**src/sv/cos_pkg.sv**
```systemverilog
// ----------------------------------------------------------------------------
// cos_pkg
// Shared types and constants for the cursor overlay save-under block.
// ----------------------------------------------------------------------------
package cos_pkg;

  localparam int CURSOR_SIZE    = 16;
  localparam int MAX_SCREEN_DIM = 4096;
  localparam int CELLS          = CURSOR_SIZE * CURSOR_SIZE;
  localparam int CELL_W         = $clog2(CURSOR_SIZE);
  localparam int IDX_W          = $clog2(CELLS);
  localparam int COORD_W        = 12;
  localparam int DIM_W          = 13;
  localparam int PIX_W          = 32;
  localparam int MASK_W         = 64;
  localparam int MASK_REGS      = 4;
  localparam int Q_DEPTH        = 2;
  localparam int Q_PTR_W        = $clog2(Q_DEPTH);
  localparam int Q_CNT_W        = $clog2(Q_DEPTH + 1);
  localparam int ADDR_W         = 6;
  localparam int REG_IDX_W      = 3;

  localparam logic [DIM_W-1:0] DIM_LIMIT = DIM_W'(MAX_SCREEN_DIM);

  // opcodes
  localparam logic OP_DRAW  = 1'b0;
  localparam logic OP_CLEAR = 1'b1;

  // register indexes (byte address = 8 * index)
  localparam logic [REG_IDX_W-1:0] REG_MASK0  = 3'd0;
  localparam logic [REG_IDX_W-1:0] REG_MASK1  = 3'd1;
  localparam logic [REG_IDX_W-1:0] REG_MASK2  = 3'd2;
  localparam logic [REG_IDX_W-1:0] REG_MASK3  = 3'd3;
  localparam logic [REG_IDX_W-1:0] REG_COLOR  = 3'd4;
  localparam logic [REG_IDX_W-1:0] REG_WIDTH  = 3'd5;
  localparam logic [REG_IDX_W-1:0] REG_HEIGHT = 3'd6;

  localparam logic [PIX_W-1:0] COLOR_RST  = 32'h00FF_FFFF;
  localparam logic [DIM_W-1:0] WIDTH_RST  = 13'd1024;
  localparam logic [DIM_W-1:0] HEIGHT_RST = 13'd768;

  // classified cell, front to back
  typedef struct packed {
    logic               op;
    logic               active;
    logic               pass_end;
    logic [IDX_W-1:0]   idx;
    logic [COORD_W-1:0] px;
    logic [COORD_W-1:0] py;
    logic [PIX_W-1:0]   pix;
  } q_entry_t;

  // back end status
  typedef struct packed {
    logic drawn;
    logic busy;
  } cos_status_t;

endpackage

```
**src/sv/cos_front.sv**
```systemverilog
// ----------------------------------------------------------------------------
// cos_front
// Classifies an incoming cell: mask lookup, clipping and save-buffer index.
// ----------------------------------------------------------------------------
module cos_front (
  input  logic                                              in_opcode,
  input  logic [cos_pkg::COORD_W-1:0]                       in_cursor_x,
  input  logic [cos_pkg::COORD_W-1:0]                       in_cursor_y,
  input  logic [cos_pkg::CELL_W-1:0]                        in_cell_col,
  input  logic [cos_pkg::CELL_W-1:0]                        in_cell_row,
  input  logic [cos_pkg::PIX_W-1:0]                         in_pixel_now,
  input  logic                                              in_pass_end,
  input  logic [cos_pkg::MASK_REGS-1:0][cos_pkg::MASK_W-1:0] mask_rows,
  input  logic [cos_pkg::DIM_W-1:0]                         screen_width,
  input  logic [cos_pkg::DIM_W-1:0]                         screen_height,
  output cos_pkg::q_entry_t                                 entry
);

  logic [cos_pkg::MASK_W-1:0] mask_word;
  logic [5:0]                 bit_pos;
  logic                       mask_bit;
  logic [cos_pkg::DIM_W-1:0]  w_lim;
  logic [cos_pkg::DIM_W-1:0]  h_lim;
  logic [cos_pkg::DIM_W-1:0]  px_full;
  logic [cos_pkg::DIM_W-1:0]  py_full;

  // row 0 sits in the top bits, column 0 is the MSB of its row
  assign mask_word = mask_rows[in_cell_row[3:2]];
  assign bit_pos   = ~{in_cell_row[1:0], in_cell_col};
  assign mask_bit  = mask_word[bit_pos];

  assign w_lim = (screen_width  > cos_pkg::DIM_LIMIT) ? cos_pkg::DIM_LIMIT : screen_width;
  assign h_lim = (screen_height > cos_pkg::DIM_LIMIT) ? cos_pkg::DIM_LIMIT : screen_height;

  assign px_full = {1'b0, in_cursor_x} + cos_pkg::DIM_W'(in_cell_col);
  assign py_full = {1'b0, in_cursor_y} + cos_pkg::DIM_W'(in_cell_row);

  always_comb begin
    entry          = '0;
    entry.op       = in_opcode;
    entry.active   = mask_bit && (px_full < w_lim) && (py_full < h_lim);
    entry.pass_end = in_pass_end;
    entry.idx      = {in_cell_row, in_cell_col};
    entry.px       = px_full[cos_pkg::COORD_W-1:0];
    entry.py       = py_full[cos_pkg::COORD_W-1:0];
    entry.pix      = in_pixel_now;
  end

endmodule

```
**config.mk**
```make
export PLATFORM = sky130hd
export DESIGN_NAME = cos_front
export DESIGN_NICKNAME = d
export VERILOG_FILES = /design/src/sv/cos_pkg.sv /design/src/sv/cos_front.sv
export SDC_FILE = /design/constraint.sdc
export NUM_CORES = 1
export LEC_CHECK = 0
export BUFFER_PORTS_ARGS = -buffer_cell sky130_fd_sc_hd__clkbuf_2
export CAP_MARGIN = 25
export CORE_AREA = 2 2 162 164
export DETAILED_ROUTE_END_ITERATION = 6
export DIE_AREA = 0 0 164 166
export GPL_ROUTABILITY_DRIVEN = 0
export PLACE_DENSITY_LB_ADDON = 0.08
export SLEW_MARGIN = 25
export SYNTH_ARGS = -nofsm -noshare
export SYNTH_HDL_FRONTEND = slang
export SYNTH_SLANG_ARGS = --single-unit
```
**constraint.sdc**
```tcl
create_clock -name vclk -period 3.1
set_input_delay 0 -clock vclk [all_inputs]
set_output_delay 0 -clock vclk [all_outputs]
set_load 0.01 [all_outputs]
```
; After elaboration in Yosys (flattened, before gate mapping)
; Index checks and enable logic that the tools add are counted.
[classes]
reduce_logical = 2
add_sub_neg = 2
order_cmp = 6
muxes = 6
bitwise_logic = 1
[op_table]
columns = operator, n
row1 = 64-bit binary-select mux with 2-bit select, 1
row2 = 64-bit 2-to-1 mux, 1
row3 = 12-bit by 4-bit adder with 13-bit output, 2
row4 = "13-bit > comparator, second input constant", 2
row5 = 13-bit < comparator, 2
row6 = 13-bit 2-to-1 mux, 2
row7 = "6-bit by 7-bit < comparator with 1-bit output, second input constant", 1
row8 = 1-bit binary-select mux with 6-bit select, 1
row9 = 6-bit NOT, 1
row10 = "2-bit by 3-bit < comparator with 1-bit output, second input constant", 1
row11 = 1-bit logical AND, 2
row12 = 1-bit 2-to-1 mux, 1
[totals]
output_inout_bits = 67
reg_bits = 0

; Depth between registers and ports, before layout
[logic_depth]
depth_word = 6
depth_mapped = 17
depth_no_buf = 17

; Worst setup path before layout
; Ideal clock, no wire load.
[synth_path]
path_type = input to output
startpoint = input port in_cursor_x[0] (netlist bit)
endpoint = output port entry[65] (netlist bit)
cell_stages = 17
t_required_ns = 3.100
setup_slack_ns = 0.582
arrival_ns = 2.518
path_buffers = 0
path_cell_list = ha_1 > inv_1 > fa_1 > nor2b_1 > o21ai_0 > nand2b_1 > nand2_1 > nor2_1 > nand3_1 > xnor2_1 > ha_1 > nand4_1 > nor3_1 > nor3_1 > nand4_1 > nor3_1 > o21a_1
[synth_rtl]
columns = item, line_no
row1 = start: declaration, cos_front.sv:7  ; input logic [cos_pkg::COORD_W-1:0] in_cursor_x,
row2 = end: declaration, cos_front.sv:16  ; output cos_pkg::q_entry_t entry

==> flow_summary_export.csv <==
group,metric,value,unit
outcome,status,"finished, final reports clean",
worst_setup_path,critPathMaxFanout,3,
worst_setup_path,worst_setup_path_end_kind,"output pin",
floorplanning,die_width,164,µm
yosys,syn_area_per_cell,9.02,µm²
hold_path,min_path_type,"in -> out",
worst_setup_path,setup.worst_path.start_class,"input pin",
timing,hold_violations,0,
timing,slew_headroom,49.5,%
floorplanning,die_y,166,µm
yosys,synth.most_common_cell,"buf_4",
timing,fmax,0.343,GHz
yosys,synthTopCellsByArea,"mux4_2 (25%), mux2i_1 (11%), ha_1 (11%)",
floorplanning,die_area,27200,µm²
yosys,synth_top_cell_by_area,"mux4_2",
worst_setup_path,crit_arrival,2.91,ns
global_routing,overflow,0,
detailed_routing,ant_nets,0,
floorplanning,pin_count,415,
global_routing,grt_max_degree,80,
pwr,total_power,0.850,mW
yosys,synth_nets,795,
layout,fin_nets,1096,
detailed_routing,drtPass1Iterations,4,
pwr,power_density,149,nW/µm²
global_routing,grt_usage,13.3,%
detailed_routing,drc,0,
detailed_routing,wirelength,19500,µm
yosys,netlist_area,3730,µm²
worst_setup_path,crit_type,"in -> out",
layout,drive_gt1_share,60.8,%
global_routing,grt_first_pass_wirelength,27600,µm
placed_design,port_buffers,347,
yosys,synthCells,413,
worst_setup_path,required,3.10,ns
timing,fin_crit_sh,94.0,%
yosys,synth_top_area_share,24.8,%
pwr,max-vdd-ir-drop,0.000102,V
floorplanning,std_cell_rows,59,
timing,period_minus_slack,2.91,ns
yosys,ys_warn_count,0,
floorplanning,core-area,25600,µm²
timing,worst_pin_slew,0.758,ns
global_routing,grt_pass1_vias,4721,
layout,clockBufferCount,0,
detailed_routing,drt_iter0_drc,88,
placed_design,place_area,5530,µm²
detailed_routing,via_count,4506,
yosys,ys_seq_area_share,0,%
detailed_routing,wl_per_cell,18.6,µm
pwr,power.leakage,2.88,nW
flow_run,cap_violations,0,
yosys,ys_types,51,
timing,setup_viol,0,
global_routing,grt_antenna_before_repair,0,
clock_network,holdBufCountCts,0,
yosys,yosys-top-cells-count,"buf_4 (45), mux2i_1 (41), mux4_2 (41)",
timing,slew_viol_final,0,
layout,seqCellArea,0,µm²
floorplanning,initial_core_util,14.5,%
layout,nFlopsAndLatches,0,
detailed_routing,viasPerCell,4.30,
layout,area_growth,52.7,%
placed_design,dpl.hpwl,17200,µm
layout,diodes,0,
layout,fin_area,5690,µm²
==> routing by layer <==
metal / wire length [µm] / GRT usage [%]
met1: 7310 / 15.4
met2: 10700 / 26.3
met3: 1050 / 0.974
met4: 416 / 2.44
met5: 0 / 0
==> critical path: stages <==
cell and delay, ns:
buf_4 0.14, buf_4 0.14, ha_1 0.26, a21o_1 0.12, a21oi_2 0.07, nor2b_1 0.12
o21ai_1 0.07, buf_4 0.15, nor2_2 0.10, nand4_1 0.14, xnor2_2 0.23, ha_1 0.27
nand4_1 0.17, nor3_2 0.05, nor3_1 0.17, nand4_1 0.12, nor3_2 0.20, buf_4 0.14
o21a_1 0.13, buf_6 0.12
==> final cells by class <==
type	instances	area (µm²)
timing repair buffer	368	1930
fill	2841	19900
tap	335	419
multi-input combinational	332	3290
inverter	12	45.0
==> path summary, 6_finish.rpt <==
check / startpoint / endpoint / slack (ns) / cells past startpoint
max: in_cell_col[1] / entry[65] / 0.19 / 20
min: in_pixel_now[16] / entry[16] / 0.000004 / 0
==> power breakdown <==
group / internal (mW) / switching (mW)
clock network: 0 / 0
registers: 0 / 0
logic: 0.446 / 0.404
==> logic make-up after synthesis <==
logic type / Yosys count / share of synthesized area [%]
compound gates: 83 / 15.8
xor+xnor: 20 / 4.70
fa+ha+maj: 34 / 11.8
buf+inv: 81 / 14.6
mux: 88 / 39.2
simple gates: 107 / 13.8
==> stage by stage <==
step	std cells	worst slack (ns)	util (%)	hold slack, ns	setup TNS [ns]
2_1_floorplan	413	0.582	-	0.0918	0
3_3_place_gp	1043	0.00814	21.6	0.0000749	0
3_5_place_dp	1043	-0.000959	21.6	0.0000749	-0.000959
4_1_cts	1043	0.00557	21.6	0.0000749	0
5_1_grt	1047	-0.0461	22.2	0.0000151	-0.0461
6_report	1047	0.187	22.2	0.00000391	0
==> what timing repair did <==
action	CTS	global route
endpoints found under the setup margin	1	1
pin swaps	0	17
setup buffers	0	4
resized for setup	4	36
==> cell usage in the layout, fill, tap and decap left out, types with 2 or more instances in the layout <==
cell type  instances
nand3_1            9
o21ai_1            4
mux4_2            41
o21ai_0            5
o21a_1             3
nand2_2            2
a31oi_1            4
buf_4             22
xor2_1             5
ha_1              31
and3_1             4
mux2_2             2
nand2_1           37
nand2b_1           4
buf_6              3
o221ai_1          16
clkbuf_2         341
a21oi_1            7
mux4_1             4
nand4_1           10
o22ai_1           11
a21oi_2            5
nor2_1            15
mux2i_1           41
a211oi_1           3
xnor2_1           11
a21o_1             7
a22oi_1            2
inv_1             10
nor3_1             6
nor2b_1            7
o2111ai_1          2
xnor2_2            3
nor3_2             2
a21boi_0           4
Power figures use the tool's default switching activity.
