File: src/sv/cos_pkg.sv
// ----------------------------------------------------------------------------
// cos_pkg
// Shared types and constants for the cursor overlay save-under block.
// ----------------------------------------------------------------------------
package cos_pkg;

  localparam int CURSOR_SIZE    = 16;
  localparam int MAX_SCREEN_DIM = 4096;
  localparam int CELLS          = CURSOR_SIZE * CURSOR_SIZE;
  localparam int CELL_W         = $clog2(CURSOR_SIZE);
  localparam int IDX_W          = $clog2(CELLS);
  localparam int COORD_W        = 12;
  localparam int DIM_W          = 13;
  localparam int PIX_W          = 32;
  localparam int MASK_W         = 64;
  localparam int MASK_REGS      = 4;
  localparam int Q_DEPTH        = 2;
  localparam int Q_PTR_W        = $clog2(Q_DEPTH);
  localparam int Q_CNT_W        = $clog2(Q_DEPTH + 1);
  localparam int ADDR_W         = 6;
  localparam int REG_IDX_W      = 3;

  localparam logic [DIM_W-1:0] DIM_LIMIT = DIM_W'(MAX_SCREEN_DIM);

  // opcodes
  localparam logic OP_DRAW  = 1'b0;
  localparam logic OP_CLEAR = 1'b1;

  // register indexes (byte address = 8 * index)
  localparam logic [REG_IDX_W-1:0] REG_MASK0  = 3'd0;
  localparam logic [REG_IDX_W-1:0] REG_MASK1  = 3'd1;
  localparam logic [REG_IDX_W-1:0] REG_MASK2  = 3'd2;
  localparam logic [REG_IDX_W-1:0] REG_MASK3  = 3'd3;
  localparam logic [REG_IDX_W-1:0] REG_COLOR  = 3'd4;
  localparam logic [REG_IDX_W-1:0] REG_WIDTH  = 3'd5;
  localparam logic [REG_IDX_W-1:0] REG_HEIGHT = 3'd6;

  localparam logic [PIX_W-1:0] COLOR_RST  = 32'h00FF_FFFF;
  localparam logic [DIM_W-1:0] WIDTH_RST  = 13'd1024;
  localparam logic [DIM_W-1:0] HEIGHT_RST = 13'd768;

  // classified cell, front to back
  typedef struct packed {
    logic               op;
    logic               active;
    logic               pass_end;
    logic [IDX_W-1:0]   idx;
    logic [COORD_W-1:0] px;
    logic [COORD_W-1:0] py;
    logic [PIX_W-1:0]   pix;
  } q_entry_t;

  // back end status
  typedef struct packed {
    logic drawn;
    logic busy;
  } cos_status_t;

endpackage

File: src/sv/cos_queue.sv
// ----------------------------------------------------------------------------
// cos_queue
// Short FIFO of classified cells between front and back.
// ----------------------------------------------------------------------------
module cos_queue (
  input  logic              clk,
  input  logic              rst_n,
  input  logic              push,
  input  cos_pkg::q_entry_t push_data,
  input  logic              pop,
  output cos_pkg::q_entry_t pop_data,
  output logic              full,
  output logic              not_empty
);

  cos_pkg::q_entry_t                 slot_r [cos_pkg::Q_DEPTH];
  logic [cos_pkg::Q_PTR_W-1:0]       wr_ptr_r, wr_ptr_nxt;
  logic [cos_pkg::Q_PTR_W-1:0]       rd_ptr_r, rd_ptr_nxt;
  logic [cos_pkg::Q_CNT_W-1:0]       cnt_r, cnt_nxt;

  assign full      = (cnt_r == cos_pkg::Q_CNT_W'(cos_pkg::Q_DEPTH));
  assign not_empty = (cnt_r != '0);
  assign pop_data  = slot_r[rd_ptr_r];

  always_comb begin
    wr_ptr_nxt = wr_ptr_r;
    rd_ptr_nxt = rd_ptr_r;
    cnt_nxt    = cnt_r;
    if (push) begin
      wr_ptr_nxt = (wr_ptr_r == cos_pkg::Q_PTR_W'(cos_pkg::Q_DEPTH - 1)) ? '0 : wr_ptr_r + 1'b1;
    end
    if (pop) begin
      rd_ptr_nxt = (rd_ptr_r == cos_pkg::Q_PTR_W'(cos_pkg::Q_DEPTH - 1)) ? '0 : rd_ptr_r + 1'b1;
    end
    if (push && !pop) begin
      cnt_nxt = cnt_r + 1'b1;
    end else if (pop && !push) begin
      cnt_nxt = cnt_r - 1'b1;
    end
  end

  always_ff @(posedge clk) begin
    if (!rst_n) begin
      wr_ptr_r <= '0;
      rd_ptr_r <= '0;
      cnt_r    <= '0;
    end else begin
      wr_ptr_r <= wr_ptr_nxt;
      rd_ptr_r <= rd_ptr_nxt;
      cnt_r    <= cnt_nxt;
    end
  end

  always_ff @(posedge clk) begin
    if (push) begin
      slot_r[wr_ptr_r] <= push_data;
    end
  end

endmodule

File: config.mk
export PLATFORM = sky130hd
export DESIGN_NAME = cos_queue
export DESIGN_NICKNAME = d
export VERILOG_FILES = /design/src/sv/cos_pkg.sv /design/src/sv/cos_queue.sv
export SDC_FILE = /design/constraint.sdc
export NUM_CORES = 1
export LEC_CHECK = 0
export BUFFER_PORTS_ARGS = -buffer_cell sky130_fd_sc_hd__buf_4
export CORE_ASPECT_RATIO = 0.7
export CORE_UTILIZATION = 40
export DETAILED_ROUTE_END_ITERATION = 7
export PLACE_DENSITY = 0.75
export SYNTH_ARGS = -nofsm -noshare
export SYNTH_HDL_FRONTEND = slang
export SYNTH_SLANG_ARGS = --single-unit
File: constraint.sdc
create_clock -name clk -period 7 [get_ports clk]
set_input_delay 1.4 -clock clk [delete_from_list [all_inputs] [get_ports clk]]
set_output_delay 1.4 -clock clk [all_outputs]
set_load 0.01 [all_outputs]
; ---- After elaboration in Yosys (flattened, before gate mapping)
; Memory sizes are Yosys's and may differ from the RTL's. A register that Yosys moved wholly into a read port is not among the register bits.
; Cells that the tools add are included.
[totals]
output_inout_bits = 69
ram_bits = 134
n_memories = 1
ff_bits = 4
in_bits = 71
[classes]
n_eq_ne = 1
addsub = 4
mux = 8
n_reduce_logical = 6
[mem_list]
columns = memory, words, width, read_ports, rd_ports_with_merged_regs, write_ports, line
row1 = slot_r, 2, 67, 1, 1, 1, cos_queue.sv:16  ; cos_pkg::q_entry_t slot_r [cos_pkg::Q_DEPTH];
[ops]
columns = op, n
row1 = 1-bit two-way mux, 6
row2 = 2-bit two-way mux, 2
row3 = 2-bit nonzero test, 2
row4 = 1-bit adder (second input constant), 2
row5 = 2-bit by 1-bit adder with 2-bit output (second input constant), 1
row6 = 2-bit == test (second input constant), 1
row7 = 1-bit logical AND, 2
row8 = 1-bit logical NOT, 2
row9 = 2-bit by 1-bit subtractor with 2-bit output (second input constant), 1

; ---- Depth between registers and ports, before layout
; Gate-level depths: netlist (run 1).
[logic_depth]
ltp_word = 4
depth_mapped = 5
mapped_depth_nobuf = 5

; ---- Least setup slack after synthesis (run 1)
; Ideal clock, no wire load.
[synth_path]
kind = input to register
startpoint = in push
endpoint = mem slot_r[0][0] (netlist name), enable pin
setup_slack_ns = 2.125
path_stages = 1
setup_ns = 0.501
arrival_time_ns = 4.374
path_buffers = 0
cell_sequence = nor2b_1
[synth_via]
elab_chain_len = 2
[synth_lines]
columns = item, line
row1 = start: declaration, cos_queue.sv:8  ; input logic push,
row2 = 1-bit two-way mux, cos_queue.sv:55  ; if (push) begin
row3 = 1-bit two-way mux (implied by the code), cos_queue.sv:56  ; slot_r[wr_ptr_r] <= push_data;
row4 = end: declaration, cos_queue.sv:16
; No other way between the ends.

==> reports/qor.txt, run 1 <==
Max Root-Sink Buffers: 2
Die Area: 13,400 µm²
Met1 wire length: 4020 µm
FF-to-FF setup slack: 4.94 ns
Synth area leader: edfxtp_1
Top cells by area, synth: edfxtp_1 78%, mux2_4 8.7%, mux2_2 8.1%
Gr usage total: 14.0%
Register-to-Register Path Depth: 2
Setup Buffers After CTS: 0
DRC marker count from the first detailed-route iteration: 156
Clk_lat worst skew: 0.40 ns
Row count: 34
Final Slew Violations: 0
Final wirelength: 9080 µm
Min Tclk post-route: 3.51 ns
Worst slew margin: 29.0%
Post-route cell area: 6950 µm²
Post-Synth Simple-Gate Area: 1.14%
Initial antenna violation count: 0
Vias in the first global route: 2,756
CTS Hold Bufs: 0
R2R Path End: slot_r[0][58]
Count leader, synth: edfxtp_1
ANT nets after route: 0
Synth cell types: 19
Die height: 97.1 µm
Hold Crit Class: reg -> reg
Total congestion overflow: 0
Crit Path Max Fanout: 67
Max-Cap Viols: 0
Post-Syn Area: 5170 µm²
Mean Syn Cell Area: 22.5 µm²
Synth Net Count: 302
IO Count: 140
Fmax: 285 MHz
Final core occ: 55.5%
Worst-path clk slew: 0.06 ns
Diode count: 0
DR WL/cell: 16.3 µm
Synth Area in XOR/XNOR: 0.508%
Clock buffer count from CTS: 17
WS Path Type: reg -> out
Uppermost routed layer: met4
Nets@finish: 454
Yosys warns: 0
Mapped Cells: 230
Seq cells post-synth: 139
Global-route wire length before repair: 13,800 µm
CP endpoint: pop_data[54]
WL met2: 4180 µm
Main combinational cell family by area after synthesis: multiplexers
H-tree levels: 4
CP Capture Type: primary output
Slew @ Worst Pin: 1.06 ns
Reg power frac: 48.3%
CTS tree: yes
Crit path arrival time: 2.11 ns
Layout cell share with drive strength beyond 1: 61.5%
Largest net degree at the start of global routing: 68
Combinational share of power: 10.5%
Final Skew: 0.0114 ns
Required time of the critical path: 5.60 ns
Post-Synth Adder-Cell Area: 0.242%
Die X: 138 µm
CTS root buf: clkbuf_16
Leak Pwr: 2.66 nW
Worst r2r src: wr_ptr_r
Sequential area share after synthesis: 79.8%
DP Wirelength: 5790 µm
Port buffer count: 139
Final period util: 50.1%
Area Overhead vs Synth: 34.4%
Endpoints failing setup: 0
Outcome: finished clean
Multiplexer area fraction after synthesis: 16.8%
CTS sink cnt: 139
Met3 routed WL: 842 µm
RSZ-0062 raised after global routing: false
Post-synthesis compound-gate area fraction: 0.387%
Cell Pwr Density: 295 nW/µm²
Critical Path Source Type: flip-flop
Number of synthesized flops with an enable pin: 134
Vias/cell: 4.67
Switch share: 22.5%
P_sw: 0.000462 W
Hold Fails Final Rpt: 0
Pwr Total: 0.00205 W
Core Box Area: 12,500 µm²
Via count: 2,601
Synth cell count leaders: 134 x edfxtp_1, 37 x mux2_2, 30 x mux2_4, 5 x dfxtp_1, 4 x and2_1
Clock share of power: 41.2%
Async S/R FF share, synth: 0%
Area after DPL: 6380 µm²
Ys flop type: edfxtp_1
Cell-internal power: 0.00159 W
Setup TNS: 0 ns
GPL Wtd Cong: 0.707
DR pass1 iterations: 4
Post-CTS sizing: 0
Residual DRC count: 0
Top cell type's share of synthesized area: 77.9%
Peak VDD IR: 0.205 mV
Starting density of the core: 41.3%
state kept, by name (all words and copies together) (netlist names), named ones only:
register and flops:
slot_r 134, wr_ptr_r 1, cnt_r 2, rd_ptr_r 1
logic make-up after synthesis:
group | after synthesis
flops | 139
simple gates | 9
mux | 67
compound gates | 3
buf+inv | 8
fa+ha+maj | 1
xor+xnor | 3
worst max-delay path: stages (launching register included):
cell and delay (ns):
dfxtp_4 1.04, mux2_2 0.45, buf_4 0.15
cell type report:
class                           instances  area [µm²]
Timing Repair Buffer                  140        1050
Tap cell                              162         203
Clock buffer                           18         429
Sequential cell                       139        4130
Clock inverter                         14         138
Fill cell                             985        5560
Multi-Input combinational cell         83         995
Inverter                                1        3.75
metrics by stage:
step                setup WS (ns)  hold slack (ns)  cells
floorplan                    2.13            0.461    230
global placement             3.70            0.478    525
detailed placement           3.69            0.495    525
CTS                          3.46            0.505    557
global route                 3.38            0.540    557
finish                       3.49            0.510    557
how the worst min path moves through the flow:
| stage | start | endpoint | slack, ns | depth (start not counted) |
|---|---|---|---|---|
| global placement | cnt_r[1] | cnt_r[1] | 0.48 | 2 |
| floorplan | cnt_r[1] | cnt_r[1] | 0.46 | 2 |
| detailed placement | cnt_r[1] | cnt_r[1] | 0.50 | 2 |
| global route | cnt_r[1] | cnt_r[1] | 0.54 | 2 |
| CTS | cnt_r[1] | cnt_r[1] | 0.50 | 2 |
| finish | cnt_r[1] | cnt_r[1] | 0.51 | 2 |
power by group through the flow:
| stage | registers [W] | clock network [W] | logic (W) |
|---|---|---|---|
| floorplan | 0.000990 | 0 | 0.000123 |
| global placement | 0.00101 | 0 | 0.000215 |
| detailed placement | 0.00101 | 0 | 0.000219 |
| CTS | 0.000992 | 0.000863 | 0.000220 |
| global route | 0.000995 | 0.000900 | 0.000232 |
| finish | 0.000990 | 0.000844 | 0.000216 |
per-layer routing:
layer / global-route usage [%] / vias up
li1: - / 1210
met1: 18.4 / 1274
met2: 21.0 / 112
met3: 6.16 / 5
met4: 4.01 / 0
met5: 0 / -
cell usage in the layout (no fill, tap or decap):
master / instances
dfxtp_1: 4
dfxtp_4: 1
and2_1: 3
bufinv_16: 1
nor2b_4: 1
buf_4: 140
mux2_4: 30
a21boi_1: 1
mux2_2: 37
clkbuf_16: 17
and2b_2: 1
edfxtp_1: 134
o21ai_0: 1
or2_2: 1
or3_1: 1
ha_1: 1
o21a_1: 1
xnor2_1: 1
clkinv_4: 3
nor2b_1: 1
xor2_1: 2
and2_4: 1
clkinvlp_4: 5
clkbuf_1: 1
inv_6: 5
inv_1: 1
(Power assumes the default switching activity.)
==> run 2: changes to the inputs <==
--- a/config.mk
+++ b/config.mk
@@ -5,11 +5,12 @@
 export SDC_FILE = /design/constraint.sdc
 export NUM_CORES = 1
 export LEC_CHECK = 0
+export ABC_AREA = 1
 export BUFFER_PORTS_ARGS = -buffer_cell sky130_fd_sc_hd__buf_4
 export CORE_ASPECT_RATIO = 0.7
 export CORE_UTILIZATION = 40
 export DETAILED_ROUTE_END_ITERATION = 7
-export PLACE_DENSITY = 0.75
+export PLACE_DENSITY = 0.77
 export SYNTH_ARGS = -nofsm -noshare
 export SYNTH_HDL_FRONTEND = slang
 export SYNTH_SLANG_ARGS = --single-unit
==> constraint.sdc (replaced) <==
create_clock -name clk -period 2.9 [get_ports clk]
set_input_delay 0.58 -clock clk [delete_from_list [all_inputs] [get_ports clk]]
set_output_delay 0.58 -clock clk [all_outputs]
set_load 0.01 [all_outputs]
==> reports/qor.txt, run 2 <==
Die height: 97.2 µm (was 97.1 µm)
P_sw: 0.00102 W (was 0.000462 W)
Uppermost routed layer: met4 (unchanged)
Post-Syn Area: 5170 µm² (about the same)
Vias/cell: 4.75 (was 4.67)
Die X: 138 µm (about the same)
Die Area: 13,400 µm² (about the same)
Cell-internal power: 0.00386 W (was 0.00159 W)
Placed cell count: 542 (was 525)
Commonest non-fill, non-tap cell in the layout: buf_4 (unchanged)
Starting density of the core: 41.4% (was 41.3%)
Area Overhead vs Synth: 34.9% (was 34.4%)
Met3 routed WL: 768 µm (was 842 µm)
Nets@finish: 471 (was 454)
Pwr Total: 0.00488 W (was 0.00205 W)
WS Path Type: reg -> out (unchanged)
Port buffer count: 139 (unchanged)
Initial antenna violation count: 0 (unchanged)
# fillers: 987 (was 985)
Crit Path Max Fanout: 37 (was 67)
Slowest stage delay, CP: 0.63 ns (was 1.04 ns)
Leak Pwr: 2.73 nW (was 2.66 nW)
Number of flip-flops in the largest register: 134 (unchanged)
Seq cells post-synth: 139 (unchanged)
Fin cells: 573 (was 557)
Total congestion overflow: 0 (unchanged)
Diode count: 0 (unchanged)
Synth Net Count: 315 (was 302)
Reg power frac: 48.5% (was 48.3%)
Yosys warns: 0 (unchanged)
Via count: 2,722 (was 2,601)
Max-Cap Viols: 0 (unchanged)
Biggest regs: slot_r: 134 flops, cnt_r: 2 flops (unchanged)
Post-CTS sizing: 0 (unchanged)
DP Wirelength: 6300 µm (was 5790 µm)
Clk_lat worst skew: 0.40 ns (about the same)
Top cell type's share of synthesized area: 77.8% (was 77.9%)
Clock buffer count from CTS: 17 (unchanged)
Final Skew: 0.00541 ns (was 0.0114 ns)
CP Capture Type: primary output (unchanged)
Row count: 34 (unchanged)
Highest-count cells in the layout ignoring fill and taps: 143 x buf_4, 134 x edfxtp_1, 37 x mux2_2, 30 x mux2_4, 17 x clkbuf_16 (was 140 x buf_4, 134 x edfxtp_1, 37 x mux2_2, 30 x mux2_4, 17 x clkbuf_16)
Switch share: 20.9% (was 22.5%)
Combinational share of power: 10.2% (was 10.5%)
Vias in the first global route: 2,790 (was 2,756)
Ys flop type: edfxtp_1 (unchanged)
Gr usage total: 14.4% (was 14.0%)
Max Root-Sink Buffers: 2 (unchanged)
Mapped Cells: 243 (was 230)
Worst slew margin: 62.7% (was 29.0%)
DR pass1 iterations: 5 (was 4)
Residual DRC count: 0 (unchanged)
DR WL/cell: 16.5 µm (was 16.3 µm)
Synth cell types: 15 (was 19)
Hold Fails Final Rpt: 0 (unchanged)
Hold Crit Class: in -> reg (was reg -> reg)
ANT nets after route: 0 (unchanged)
Required time of the critical path: 2.32 ns (was 5.60 ns)
Slew @ Worst Pin: 0.559 ns (was 1.06 ns)
Mean Syn Cell Area: 21.3 µm² (was 22.5 µm²)
Outcome: finished clean (unchanged)
H-tree levels: 4 (unchanged)
Synth area leader: edfxtp_1 (unchanged)
RSZ-0062 raised after global routing: false (unchanged)
WL met2: 4540 µm (was 4180 µm)
Min Tclk post-route: 2.48 ns
Fmax: 403 MHz
Top cells by area, synth: edfxtp_1 78%, mux2_4 8.7%, mux2_2 8.1% (unchanged)
GPL Wtd Cong: 0.717 (was 0.707)
IO Count: 140 (unchanged)
Setup Buffers After CTS: 0 (unchanged)
DRC marker count from the first detailed-route iteration: 110 (was 156)
Clock share of power: 41.3% (was 41.2%)
CTS Hold Bufs: 0 (unchanged)
Count leader, synth: edfxtp_1 (unchanged)
Final wirelength: 9470 µm (was 9080 µm)
Final Slew Violations: 0 (unchanged)
Worst-path clk slew: 0.06 ns (about the same)
Slowest stage cell on the critical path: dfxtp_4 (unchanged)
CTS tree: yes (unchanged)
Sequential area share after synthesis: 79.7% (was 79.8%)
Crit-path cells: buf_12 -> mux2_2 -> buf_4 (was mux2_2 -> buf_4)
Critical Path Source Type: flip-flop (unchanged)
Setup TNS: 0 ns (unchanged)
CTS sink cnt: 139 (unchanged)
Met1 wire length: 4020 µm (about the same)
Number of synthesized flops with an enable pin: 134 (unchanged)
Layout cell share with drive strength beyond 1: 58.6% (was 61.5%)
CTS root buf: clkbuf_16 (unchanged)
Global-route wire length before repair: 14,100 µm (was 13,800 µm)
Core Box Area: 12,500 µm² (unchanged)
Crit-path leading delay family: flip-flops (unchanged)
Crit path arrival time: 1.90 ns (was 2.11 ns)
Biggest register: slot_r (unchanged)
Endpoints failing setup: 0 (unchanged)
WP buf/inv: 2 (was 1)
Peak VDD IR: 0.405 mV (was 0.205 mV)
Largest net degree at the start of global routing: 42 (was 68)
Final period util: 85.6%
Cell Pwr Density: 699 nW/µm² (was 295 nW/µm²)
Async S/R FF share, synth: 0% (unchanged)
Synth cell count leaders: 134 x edfxtp_1, 37 x mux2_2, 30 x mux2_4, 9 x nand2_1 (was 134 x edfxtp_1, 37 x mux2_2, 30 x mux2_4, 5 x dfxtp_1, 4 x and2_1)
## run 2: cell count changes after synthesis, sizes merged, moves of 2 or more
cell	delta
nor2	+8
xor2	-2
and2	-4
inv	+7
nand2	+9
nor2b	-2
## run 2: routing by layer
| layer | vias up | track usage (%) |
|---|---|---|
| li1 | 1260 | - |
| met4 | 0 | 6.02 |
| met5 | - | 0 |
| met2 | 117 | 22.6 |
| met3 | 16 | 5.43 |
| met1 | 1329 | 17.9 |
## run 2: power by group through the flow
stage / combinational, W / clock [W] / sequential (W)
2_1_floorplan: 0.000257 / 0 / 0.00239
3_3_place_gp: 0.000489 / 0 / 0.00240
3_5_place_dp: 0.000504 / 0 / 0.00241
4_1_cts: 0.000506 / 0.00208 / 0.00237
5_1_grt: 0.000536 / 0.00216 / 0.00237
6_report: 0.000498 / 0.00202 / 0.00236
## run 2: worst register-to-register path, cell delays in order, from the launching register on
cell	delay, ns
dfxtp_1	0.39
nand2_1	0.10
inv_2	0.07
buf_4	0.46
## run 2: cells by family (layout without fill, tap and decap cells)
kind of cell	after synthesis	in the layout	synth area share (%)
mux	67	67	16.8
buf+inv	15	183	1.67
compound gates	2	2	0.193
fa+ha+maj	1	1	0.242
simple gates	19	19	1.45
flops	139	139	79.7
## run 2: path summary, 6_finish.rpt
| check | start | end | slack, ns | depth (start not counted) |
|---|---|---|---|---|
| min reg2reg | rd_ptr_r | rd_ptr_r | 0.52 | 2 |
| min | push_data[36] | slot_r[0][36] | 0.36 | 1 |
| max reg2reg | wr_ptr_r | slot_r[1][24] | 1.49 | 3 |
| max | flip-flop | pop_data[46] | 0.42 | 3 |
## run 2: stage by stage
step                      hold slack, ns  cell area (µm²)  setup WS, ns  util, %
after floorplan                    0.463             5180         0.137        -
after global placement             0.477             6430         0.826     51.4
after detailed placement           0.504             6430         0.815     51.4
after CTS                          0.336             6980         0.370     55.8
after global routing               0.335             6980         0.306     55.8
final                              0.360             6980         0.417     55.8
## run 2: cell type report
type                            instances  area [µm²]  area share (%)
Clock buffer                           18         429            6.15
Clock inverter                         13         128            1.83
Inverter                                8        30.0           0.430
Multi-Input combinational cell         89         972            13.9
Sequential cell                       139        4130            59.1
Tap cell                              162         203            2.90
Timing Repair Buffer                  144        1090            15.7
